[config.mk]
export PLATFORM = sky130hd
export DESIGN_NAME = three_button_selector_with_window
export DESIGN_NICKNAME = d
export VERILOG_FILES = /design/src/rtl/tbsw_pkg.sv /design/src/rtl/three_button_selector_with_window.sv
export SDC_FILE = /design/constraint.sdc
export NUM_CORES = 2
export LEC_CHECK = 0
export ABC_AREA = 1
export BUFFER_PORTS_ARGS = -buffer_cell sky130_fd_sc_hd__buf_2
export CORE_MARGIN = 2
export CORE_UTILIZATION = 45
export CTS_CLUSTER_SIZE = 40
export DETAILED_ROUTE_END_ITERATION = 16
export PLACE_DENSITY = 0.6
export SYNTH_ARGS = -nofsm -noshare
export SYNTH_HDL_FRONTEND = slang
export SYNTH_SLANG_ARGS = --single-unit
[constraint.sdc]
create_clock -name clock -period 5.25 [get_ports clock]
set_input_delay 0.525 -clock clock [delete_from_list [all_inputs] [get_ports clock]]
set_output_delay 0.525 -clock clock [all_outputs]
set_load 0.02 [all_outputs]
[src/rtl/tbsw_pkg.sv]
// shared constants and types of the three button selector
`default_nettype none

package tbsw_pkg;

   // widths of the word fields and registers
   localparam int unsigned TimeW     = 32;
   localparam int unsigned MsW       = 16;
   localparam int unsigned WindowW   = 20;
   localparam int unsigned PeriodW   = 10;
   localparam int unsigned CsrAddrW  = 3;
   localparam int unsigned CsrDataW  = 20;
   localparam int unsigned ReqDataW  = 8;
   localparam int unsigned RspDataW  = 8;
   localparam int unsigned RowOutW   = 3;
   localparam int unsigned DivCntW   = 5;

   localparam int unsigned RowCountDefault = 8;

   // register reset values
   localparam logic [MsW-1:0]     DebounceReset = 16'd30;
   localparam logic [MsW-1:0]     GuardReset    = 16'd150;
   localparam logic [MsW-1:0]     LongReset     = 16'd2000;
   localparam logic [MsW-1:0]     BlinkReset    = 16'd250;
   localparam logic [WindowW-1:0] WindowReset   = 20'd10000;
   localparam logic [PeriodW-1:0] PeriodReset   = 10'd50;

   typedef enum logic [CsrAddrW-1:0] {
      CSR_DEBOUNCE = 3'd0,
      CSR_GUARD    = 3'd1,
      CSR_LONG     = 3'd2,
      CSR_BLINK    = 3'd3,
      CSR_WINDOW   = 3'd4,
      CSR_PERIOD   = 3'd5
   } csr_idx_type;

   typedef enum logic {
      CMD_TICK = 1'b0,
      CMD_EDGE = 1'b1
   } cmd_type;

   typedef enum logic [1:0] {
      BTN_PLUS  = 2'd0,
      BTN_MINUS = 2'd1,
      BTN_SET   = 2'd2
   } button_type;

   // wrapping elapsed-time test
   function automatic logic elapsed(input logic [TimeW-1:0] now,
                                    input logic [TimeW-1:0] then_t,
                                    input logic [TimeW-1:0] lim);
      logic [TimeW-1:0] diff;
      diff = now - then_t;
      return diff >= lim;
   endfunction

endpackage

`default_nettype wire

[src/rtl/three_button_selector_with_window.sv]
// top level of the three button selector with its selection window
//
// usage: each req_ word is one millisecond tick (req_tuser = 0) or one button
// edge event (req_tuser = 1) of PLUS, MINUS or SET. every accepted word gives
// exactly one rsp_ word with the selected row, window and led state after the
// word, plus one-shot toggle and error-clear requests.
// each word passes the input register, then the update logic feeding the state and
// the rsp output register. throughput: one word per clock while rsp_tready is high and
// no remainder pass runs; the input register refills in the same cycle the output
// register is taken, so back-to-back words run at full rate.
// when the receiver stalls, the output register holds its word and the input
// register holds one more word, after which req_tready drops.
// csr_ writes set the six timing registers. a write of the check period starts
// a remainder pass (clock_ms mod check period, one bit a cycle);
// req_tready stays low during that pass.
// reset (synchronous, active high) returns all timers, the window and the row
// to zero, the registers to their defaults, and empties both word registers.
`default_nettype none

module three_button_selector_with_window #(
   parameter int unsigned ROW_COUNT = tbsw_pkg::RowCountDefault
) (
   input  wire logic                            clock,
   input  wire logic                            reset,
   // request words
   input  wire logic                            req_tvalid,
   output      logic                            req_tready,
   input  wire logic [tbsw_pkg::ReqDataW-1:0]   req_tdata,  // button[1:0], edge_fall[2], edge_rise[3]
   input  wire logic                            req_tuser,  // cmd
   // response words
   output      logic                            rsp_tvalid,
   input  wire logic                            rsp_tready,
   output      logic [tbsw_pkg::RspDataW-1:0]   rsp_tdata,  // row[2:0], window_open[3], led_on[4],
                                                            // toggle_request[5], clear_error[6]
   // register writes
   input  wire logic                            csr_we,
   input  wire logic [tbsw_pkg::CsrAddrW-1:0]   csr_addr,
   input  wire logic [tbsw_pkg::CsrDataW-1:0]   csr_wdata
);

   localparam int unsigned RowW = $clog2(ROW_COUNT);
   localparam logic [RowW-1:0] RowMax = RowW'(ROW_COUNT - 1);
   localparam int unsigned TW = tbsw_pkg::TimeW;
   localparam int unsigned PW = tbsw_pkg::PeriodW;

   // configuration registers
   logic [tbsw_pkg::MsW-1:0]     debounce_ff, guard_ff, long_ff, blink_ff;
   logic [tbsw_pkg::WindowW-1:0] window_ff;
   logic [PW-1:0]                period_ff;

   // input register
   logic       in_valid_ff;
   logic       in_cmd_ff;
   logic [1:0] in_button_ff;
   logic       in_fall_ff, in_rise_ff;

   // output register
   logic                          out_valid_ff;
   logic [tbsw_pkg::RspDataW-1:0] out_data_ff, out_data_in;

   // block state
   logic [TW-1:0]   clock_ms_ff, clock_ms_in;
   logic [TW-1:0]   plus_edge_ff, plus_edge_in, plus_act_ff, plus_act_in;
   logic [TW-1:0]   minus_edge_ff, minus_edge_in, minus_act_ff, minus_act_in;
   logic [TW-1:0]   set_edge_ff, set_edge_in, set_press_ff, set_press_in;
   logic            set_held_ff, set_held_in, long_done_ff, long_done_in;
   logic            long_armed_ff, long_armed_in;
   logic            sel_open_ff, sel_open_in;
   logic [TW-1:0]   activity_ff, activity_in, blink_time_ff, blink_time_in;
   logic            blink_phase_ff, blink_phase_in;
   logic [RowW-1:0] sel_row_ff, sel_row_in;

   // clock_ms mod check period, also the partial remainder of the divider
   logic [PW-1:0]                chk_rem_ff, chk_rem_in;
   logic                         div_busy_ff;
   logic [tbsw_pkg::DivCntW-1:0] div_cnt_ff;
   logic [TW-1:0]                div_num_ff;

   logic          advance;
   logic [PW-1:0] per_eff;
   logic [PW:0]   div_trial, div_sub;

   assign per_eff = (period_ff == '0) ? PW'(1) : period_ff;

   // input register moves on when the output register is free or being taken
   assign advance    = in_valid_ff && (!out_valid_ff || rsp_tready);
   assign req_tready = !div_busy_ff && (!in_valid_ff || advance);
   assign rsp_tvalid = out_valid_ff;
   assign rsp_tdata  = out_data_ff;

   // one restoring division step per cycle
   assign div_trial = {chk_rem_ff, div_num_ff[TW-1]};
   assign div_sub   = (div_trial >= {1'b0, per_eff}) ? div_trial - {1'b0, per_eff} : div_trial;

   // update logic for the word in the input register
   always_comb begin
      logic [TW-1:0]     now, clk_next, et, at;
      logic [PW-1:0]     rem_inc;
      logic              toggle, clr, is_plus;
      logic [RowW+2:0]   row_ext;

      clock_ms_in    = clock_ms_ff;
      plus_edge_in   = plus_edge_ff;
      plus_act_in    = plus_act_ff;
      minus_edge_in  = minus_edge_ff;
      minus_act_in   = minus_act_ff;
      set_edge_in    = set_edge_ff;
      set_press_in   = set_press_ff;
      set_held_in    = set_held_ff;
      long_done_in   = long_done_ff;
      long_armed_in  = long_armed_ff;
      sel_open_in    = sel_open_ff;
      activity_in    = activity_ff;
      blink_time_in  = blink_time_ff;
      blink_phase_in = blink_phase_ff;
      sel_row_in     = sel_row_ff;
      chk_rem_in     = chk_rem_ff;
      toggle         = 1'b0;
      clr            = 1'b0;
      now            = clock_ms_ff;
      clk_next       = clock_ms_ff + TW'(1);
      rem_inc        = chk_rem_ff + PW'(1);
      is_plus        = (in_button_ff == tbsw_pkg::BTN_PLUS);
      et             = is_plus ? plus_edge_ff : minus_edge_ff;
      at             = is_plus ? plus_act_ff : minus_act_ff;

      if (in_cmd_ff == tbsw_pkg::CMD_TICK) begin
         clock_ms_in = clk_next;
         // long press fires once the hold time is reached
         if (long_armed_ff &&
             tbsw_pkg::elapsed(clk_next, set_press_ff, TW'(long_ff))) begin
            long_armed_in = 1'b0;
            if (set_held_ff && !long_done_ff) begin
               long_done_in = 1'b1;
               clr          = 1'b1;
            end
         end
         // running remainder, restarts when the clock wraps
         if (clk_next == '0 || rem_inc == per_eff) begin
            chk_rem_in = '0;
         end else begin
            chk_rem_in = rem_inc;
         end
         if (chk_rem_in == '0 && sel_open_ff) begin
            if (tbsw_pkg::elapsed(clk_next, blink_time_ff, TW'(blink_ff))) begin
               blink_time_in  = clk_next;
               blink_phase_in = !blink_phase_ff;
            end
            if (tbsw_pkg::elapsed(clk_next, activity_ff, TW'(window_ff))) begin
               sel_open_in = 1'b0;
            end
         end
      end else begin
         case (in_button_ff)
            tbsw_pkg::BTN_PLUS, tbsw_pkg::BTN_MINUS: begin
               if (in_fall_ff && tbsw_pkg::elapsed(now, et, TW'(debounce_ff))
                   && tbsw_pkg::elapsed(now, at, TW'(guard_ff))) begin
                  if (sel_open_ff) begin
                     if (is_plus) begin
                        sel_row_in = (sel_row_ff >= RowMax) ? '0 : sel_row_ff + RowW'(1);
                     end else begin
                        sel_row_in = (sel_row_ff == '0) ? RowMax : sel_row_ff - RowW'(1);
                     end
                  end else begin
                     sel_open_in    = 1'b1;
                     blink_phase_in = 1'b1;
                     blink_time_in  = now;
                  end
                  activity_in = now;
                  if (is_plus) begin
                     plus_act_in = now;
                  end else begin
                     minus_act_in = now;
                  end
               end
               if (in_fall_ff || in_rise_ff) begin
                  if (is_plus) begin
                     plus_edge_in = now;
                  end else begin
                     minus_edge_in = now;
                  end
               end
            end
            tbsw_pkg::BTN_SET: begin
               if (in_fall_ff) begin
                  if (tbsw_pkg::elapsed(now, set_edge_ff, TW'(debounce_ff)) && !set_held_ff) begin
                     set_held_in   = 1'b1;
                     long_done_in  = 1'b0;
                     set_press_in  = now;
                     set_edge_in   = now;
                     long_armed_in = 1'b1;
                  end
               end else if (in_rise_ff) begin
                  if (tbsw_pkg::elapsed(now, set_edge_ff, TW'(debounce_ff))) begin
                     set_edge_in = now;
                     if (set_held_ff) begin
                        long_armed_in = 1'b0;
                        set_held_in   = 1'b0;
                        long_done_in  = 1'b0;
                        // short press: open the window or ask for a toggle
                        if (!long_done_ff) begin
                           if (!sel_open_ff) begin
                              sel_open_in    = 1'b1;
                              blink_phase_in = 1'b1;
                              blink_time_in  = now;
                           end else begin
                              toggle = 1'b1;
                           end
                           activity_in = now;
                        end
                     end
                  end
               end
            end
            default: begin
               // unknown button is ignored
            end
         endcase
      end

      row_ext     = {3'b000, sel_row_in};
      out_data_in = {1'b0, clr, toggle, sel_open_in && blink_phase_in, sel_open_in,
                     row_ext[tbsw_pkg::RowOutW-1:0]};
   end

   // configuration registers and remainder pass
   always_ff @(posedge clock) begin
      if (reset) begin
         debounce_ff <= tbsw_pkg::DebounceReset;
         guard_ff    <= tbsw_pkg::GuardReset;
         long_ff     <= tbsw_pkg::LongReset;
         blink_ff    <= tbsw_pkg::BlinkReset;
         window_ff   <= tbsw_pkg::WindowReset;
         period_ff   <= tbsw_pkg::PeriodReset;
         div_busy_ff <= 1'b0;
         div_cnt_ff  <= '0;
         div_num_ff  <= '0;
         chk_rem_ff  <= '0;
      end else begin
         if (csr_we) begin
            case (csr_addr)
               tbsw_pkg::CSR_DEBOUNCE: debounce_ff <= csr_wdata[tbsw_pkg::MsW-1:0];
               tbsw_pkg::CSR_GUARD:    guard_ff    <= csr_wdata[tbsw_pkg::MsW-1:0];
               tbsw_pkg::CSR_LONG:     long_ff     <= csr_wdata[tbsw_pkg::MsW-1:0];
               tbsw_pkg::CSR_BLINK:    blink_ff    <= csr_wdata[tbsw_pkg::MsW-1:0];
               tbsw_pkg::CSR_WINDOW:   window_ff   <= csr_wdata[tbsw_pkg::WindowW-1:0];
               tbsw_pkg::CSR_PERIOD:   period_ff   <= csr_wdata[PW-1:0];
               default: begin
               end
            endcase
         end
         if (csr_we && csr_addr == tbsw_pkg::CSR_PERIOD) begin
            // new period: recompute clock_ms mod period from scratch
            div_busy_ff <= 1'b1;
            div_cnt_ff  <= '1;
            div_num_ff  <= clock_ms_ff;
            chk_rem_ff  <= '0;
         end else if (div_busy_ff) begin
            chk_rem_ff <= div_sub[PW-1:0];
            div_num_ff <= {div_num_ff[TW-2:0], 1'b0};
            div_cnt_ff <= div_cnt_ff - tbsw_pkg::DivCntW'(1);
            if (div_cnt_ff == '0) begin
               div_busy_ff <= 1'b0;
            end
         end else if (advance) begin
            chk_rem_ff <= chk_rem_in;
         end
      end
   end

   // word registers and block state
   always_ff @(posedge clock) begin
      if (reset) begin
         in_valid_ff    <= 1'b0;
         out_valid_ff   <= 1'b0;
         clock_ms_ff    <= '0;
         plus_edge_ff   <= '0;
         plus_act_ff    <= '0;
         minus_edge_ff  <= '0;
         minus_act_ff   <= '0;
         set_edge_ff    <= '0;
         set_press_ff   <= '0;
         set_held_ff    <= 1'b0;
         long_done_ff   <= 1'b0;
         long_armed_ff  <= 1'b0;
         sel_open_ff    <= 1'b0;
         activity_ff    <= '0;
         blink_time_ff  <= '0;
         blink_phase_ff <= 1'b0;
         sel_row_ff     <= '0;
      end else begin
         if (req_tvalid && req_tready) begin
            in_valid_ff  <= 1'b1;
            in_cmd_ff    <= req_tuser;
            in_button_ff <= req_tdata[1:0];
            in_fall_ff   <= req_tdata[2];
            in_rise_ff   <= req_tdata[3];
         end else if (advance) begin
            in_valid_ff <= 1'b0;
         end
         if (advance) begin
            out_valid_ff   <= 1'b1;
            out_data_ff    <= out_data_in;
            clock_ms_ff    <= clock_ms_in;
            plus_edge_ff   <= plus_edge_in;
            plus_act_ff    <= plus_act_in;
            minus_edge_ff  <= minus_edge_in;
            minus_act_ff   <= minus_act_in;
            set_edge_ff    <= set_edge_in;
            set_press_ff   <= set_press_in;
            set_held_ff    <= set_held_in;
            long_done_ff   <= long_done_in;
            long_armed_ff  <= long_armed_in;
            sel_open_ff    <= sel_open_in;
            activity_ff    <= activity_in;
            blink_time_ff  <= blink_time_in;
            blink_phase_ff <= blink_phase_in;
            sel_row_ff     <= sel_row_in;
         end else if (rsp_tready) begin
            out_valid_ff <= 1'b0;
         end
      end
   end

endmodule

`default_nettype wire

* Yosys cells after proc, flatten, opt, wreduce, memory -nomap -nowiden *
Cells that the tools add are included.

word-level totals
  register bits after elaboration = 452
  bits of input ports = 37

cells by class
  $add $sub $neg = 12
  magnitude comparators = 8
  equal/unequal tests = 28
  mux-type cells = 89
  bitwise operators = 8
  reductions and logical operators = 63

operator list
  operator               count
  $mux 32                24
  $sub 32x32->32         6
  $ge 32x16->1           5
  $pmux 32 s2            2
  $mux 10                7
  $mux 1                 45
  $add 32x1->32 const B  1
  $ge 32x20->1           1
  $logic_not 32->1       1
  $reduce_and 5->1       5
  $reduce_bool 2->1      11
  $mux 3                 7
  $logic_not 10->1       2
  $reduce_and 2->1       10
  $ne 3x3->1 const B     6
  $ne 2x2->1 const B     6
  $ne 3x1->1 const B     4
  $ge 11x10->1           1
  $logic_and 1x1->1      11
  $add 10x1->10 const B  1
  $eq 10x10->1           1
  $mux 5                 2
  $reduce_and 10->1      1
  $sub 10x10->10         1
  other kinds (24)       47

* Logic depth before layout (Yosys ltp) *
  word-level depth = 11
  gate-level depth with buffers = 38
  depth with buffers taken out = 34

* Worst setup path before layout *
Ideal clock, no wire load.

  kind = reg-to-reg
  start = register in_button_ff[1]
  end = register blink_time_ff[24]
  library setup time = 115 ps
  arrival time = 4598 ps
  required time = 5135 ps
  slack = 537 ps
  stages on the path, launching flop included = 33
  buffers on the path = 5
  cells stage by stage = edfxtp_1 buf_2 nor2_1 buf_2 clkbuf_1 clkbuf_1 mux2i_1 ha_1 or2_2 nand3_1 nand2_1 nand3_1 nand2_1 xor2_1 ha_1 inv_1 nor3_1 a211oi_1 nand2_1 nand2_1 nand2_1 nor2_1 nand2_1 nor2_1 nand2_1 nand3_1 nand2_1 nand3_1 nand2_1 clkbuf_1 nand3b_1 nand2_1 nor2_1

on the way
  cells in the longest elaborated chain, start to end = 8

RTL lines
  what                                RTL line                                                                            RTL
  start: declaration                  three_button_selector_with_window.sv:54                                             logic [1:0] in_button_ff;
  start signal: assignment            three_button_selector_with_window.sv:295                                            in_button_ff <= req_tdata[1:0];
  $logic_not 2->1                     three_button_selector_with_window.sv:123, three_button_selector_with_window.sv:154
  $mux 32                             three_button_selector_with_window.sv:124                                            et = is_plus ? plus_edge_ff : minus_edge_ff;
  $sub 32x32->32                      tbsw_pkg.sv:53                                                                      diff = now - then_t;
  $ge 32x16->1                        tbsw_pkg.sv:54                                                                      return diff >= lim;
  $logic_and 1x1->1                   three_button_selector_with_window.sv:156                                            if (in_fall_ff && tbsw_pkg::elapsed(now, et, TW'(debounce_ff))
  $logic_and 1x1->1                   three_button_selector_with_window.sv:157                                            && tbsw_pkg::elapsed(now, at, TW'(guard_ff))) begin
  $ne 3x3->1 (no source line)         --
  $reduce_and 10->1 (no source line)  --
  end signal: assignment              three_button_selector_with_window.sv:316                                            blink_time_ff <= blink_time_in;
  end: declaration                    three_button_selector_with_window.sv:69                                             logic [TW-1:0] activity_ff, activity_in, blink_time_ff, blink_time_in;

Parallel ways exist; a longest one is shown, timed or not.
A chain may end at the register's enable or synchronous reset.

* Worst setup path in the final report *
  start = register clock_ms_ff[1]
  end = register out_data_ff, in the netlist rsp_tdata[4] (data pin)

on the way
  cells in the longest elaborated chain, start to end = 10

RTL lines
  what                                                   RTL line                                  RTL
  start: declaration                                     three_button_selector_with_window.sv:62   logic [TW-1:0] clock_ms_ff, clock_ms_in;
  start signal: assignment                               three_button_selector_with_window.sv:304  clock_ms_ff <= clock_ms_in;
  branches (longest 8 deep; another with $add 32x1->32)  --
  $mux 1 *                                               three_button_selector_with_window.sv:127  if (in_cmd_ff == tbsw_pkg::CMD_TICK) begin
  named net out_data_in, one bit                         three_button_selector_with_window.sv:59   logic [tbsw_pkg::RspDataW-1:0] out_data_ff, out_data_in;
  $logic_and 1x1->1 *                                    three_button_selector_with_window.sv:222  out_data_in = {1'b0, clr, toggle, sel_open_in && blink_phase_in, sel_open_in,
  named net out_data_in, one bit                         three_button_selector_with_window.sv:59
  end signal: assignment                                 three_button_selector_with_window.sv:303  out_data_ff <= out_data_in;
  end: declaration                                       three_button_selector_with_window.sv:59

Mark *: on every way through the listed nets, which the timed path passes. The select of a mux whose other input is x is not followed.

==> results_dict.tcl <==
set metrics [dict create \
    via_per_inst 5.29 \
    grt_pass1_vias 33300 \
    skew_ns 0.0295 \
    synth_fp_nets 6082 \
    final_nets 6131 \
    ys_warn_count 0 \
    layout-area-overhead-vs-synth_pct 11.5 \
    die_x_um 285 \
    hold_buffers 0 \
    grt_antenna_before_repair 8 \
    critPathMaxStageDelay_ns 0.38 \
    end_kind "flop" \
    ys.flop_type "dfxtp_1" \
    initial_core_util_pct 45.6 \
    cts_sinks 452 \
    rows 102 \
    required_ns 5.70 \
    firstDrtPassIters 6 \
    worstPathArrival_ns 5.44 \
    dpl-instance-area_sq_um 37300 \
    place.gp.congestion 0.968 \
    finalSetupTns_ns 0 \
    hold_path.class "input pin to flop" \
    min_period_ns 4.99 \
    cp_common_cell "nand2_1" \
    avgSynthCellArea_sq_um 6.18 \
    cts_inserted_buffers 53 \
    dieArea_sq_um 81000 \
    startpoint "clock_ms_ff[1]" \
    setup_viol 0 \
    power_density_nw_per_um2 276 \
    track_usage_pct 30.7 \
    syn_inst 5734 \
    wirelength_mm 128 \
    fin_util_pct 50.8 \
    worst-path-buf-inv 8 \
    num-fill-cells 8184 \
    fmax_ghz 0.200 \
    cap_violations 0 \
    core_area_sq_um 77700 \
    drive_above_1_share_pct 6.49 \
    grt_pass1_wl_mm 195 \
    clk_latency_ns 0.62 \
    die_height_um 285 \
    pin_count 47 \
    cts-root-buf "clkbuf_16" \
    crit_slowest_cell "dfxtp_1" \
    synth_edf_count 12 \
    synthArstFlopShare_pct 0 \
    vias 36300 \
    final-seq-area_sq_um 9170 \
    crit_fanout 7 \
    synth-seq-cells 452 \
    htree_levels 2 \
    fin_crit_sh_pct 95.1 \
    cp_top_family "simple AND/OR/NAND/NOR gates" \
    ant_nets 0 \
    r2r-start "clock_ms_ff[1]" \
    leakage_uw 0.0199 \
    hold_viol_final 0 \
    wire_per_inst_um 18.7 \
    cts_buffer_depth 3 \
    rsz0062_at_grt "yes" \
    irDropWorstVdd_mv 0.207 \
    hpwl_mm 101 \
    status "completed" \
    start_kind "flop" \
    io_buffers 41 \
    syn_area_sq_um 35400 \
    worst_pin_slew_ns 1.05 \
    slew_headroom_pct 30.0 \
    min_from "req_tuser" \
    drc 0 \
    total_power_uw 10900 \
    multi_input_area_sq_um 22400 \
    ys_types 51 \
    seq_area_frac_synth_pct 25.9 \
    cts_tree "built" \
    drt_iter0_drc 3163 \
    maxSlewViolCount 0 \
    critPathKind "flop to flop" \
    grt_max_degree 138 \
    overflow 0 \
    final_cell_area_sq_um 39500 \
    clk_pin_slew_ns 0.06 \
]
-- metal layers --
metal  part of all wire [%]  GRT usage [%]
met5                      0              0
met4                    4.4           12.1
met3                    6.9           3.64
met2                     44           49.7
met1                     44           41.6
-- repair_timing --
item	4_1_cts	5_1_grt
hold endpoints to repair	0	0
gates cloned	0	3
pin swaps	0	6
setup buffers	0	7
setup endpoints to repair	3	140
resized for setup	1	45
-- state kept, by name, indices dropped and copies added, names as in the netlist, 32 cells and up --
register	cells
activity_ff	32
blink_time_ff	32
clock_ms_ff	32
div_num_ff	32
minus_act_ff	32
minus_edge_ff	32
plus_act_ff	32
plus_edge_ff	32
set_edge_ff	32
set_press_ff	32
-- cells in the mapped netlist (all sizes together), types with 13 or more instances --
master / instances / area [sq um]
a211oi: 13 / 97.6
nand2: 1582 / 6010
xor2: 113 / 990
mux2i: 30 / 300
a21oi: 583 / 2920
dfxtp: 440 / 8810
o211ai: 35 / 263
o21bai: 24 / 180
nor3: 48 / 240
ha: 304 / 3800
a31oi: 16 / 100
nand3b: 38 / 285
xnor2: 30 / 263
inv: 852 / 3200
clkbuf: 151 / 568
buf: 51 / 295
o21ai: 413 / 2070
nor2: 566 / 2200
nand3: 294 / 1490
nand4: 57 / 357
-- cell type report --
| type | count | area share, % |
|---|---|---|
| clock buffer | 71 | 3.84 |
| clock inverter | 27 | 0.748 |
| inverter | 859 | 8.19 |
| multi-input combinational | 4221 | 56.7 |
| sequential | 452 | 23.2 |
| timing repair buffer | 196 | 3.99 |
| antenna | 2 | 0.0127 |
| tap | 1040 | 3.29 |
-- power breakdown --
part | internal (uW) | switching (uW)
Clock | 2280 | 1590
Sequential | 3530 | 49.3
Combinational | 1190 | 2250
Total | 7000 | 3900
-- layout by cell type (no fill, tap or decap), types with 30 or more instances in the layout --
cell and count:
o21ai_0 405, xnor2_1 30, nand4_1 57, buf_4 140
o211ai_1 35, xor2_1 110, clkbuf_16 58, nand3_1 286
nand3b_1 38, mux2i_1 30, nand2_1 1562, ha_1 295
nor2_1 543, a21oi_1 580, inv_1 840, dfxtp_1 437
nor3_1 46, buf_2 40
-- cell families (layout without fill, tap and decap cells) --
logic type      Yosys count  count (layout)  synth area share, %
other cells               1               3               0.0106
compound gates         1120            1120                 16.7
flops                   452             452                 25.9
mux                      30              30                0.847
buf+inv                1061            1153                 11.5
fa+ha+maj               311             311                 11.1
xor+xnor                143             143                 3.53
simple gates           2616            2616                 30.4
-- worst paths after layout --
check / cells past startpoint / endpoint / slack, ns
worst min-delay path: 1 / in_cmd_ff / 0.1
worst max register to register: 33 / rsp_tdata[4] / 0.26
worst max-delay path: 33 / rsp_tdata[4] / 0.26
worst min register to register: 2 / minus_act_ff[0] / 0.45
-- per-stage QoR --
stage,hold slack (ns),worst slack [ns],cells
3_3_place_gp,0.435,0.167,6758
5_1_grt,0.0853,-0.0845,6866
4_1_cts,0.0821,0.122,6856
3_5_place_dp,0.442,0.0173,6758
2_1_floorplan,0.425,0.537,5734
6_report,0.0987,0.257,6868
No activity file was read; power rests on OpenSTA's default activity.
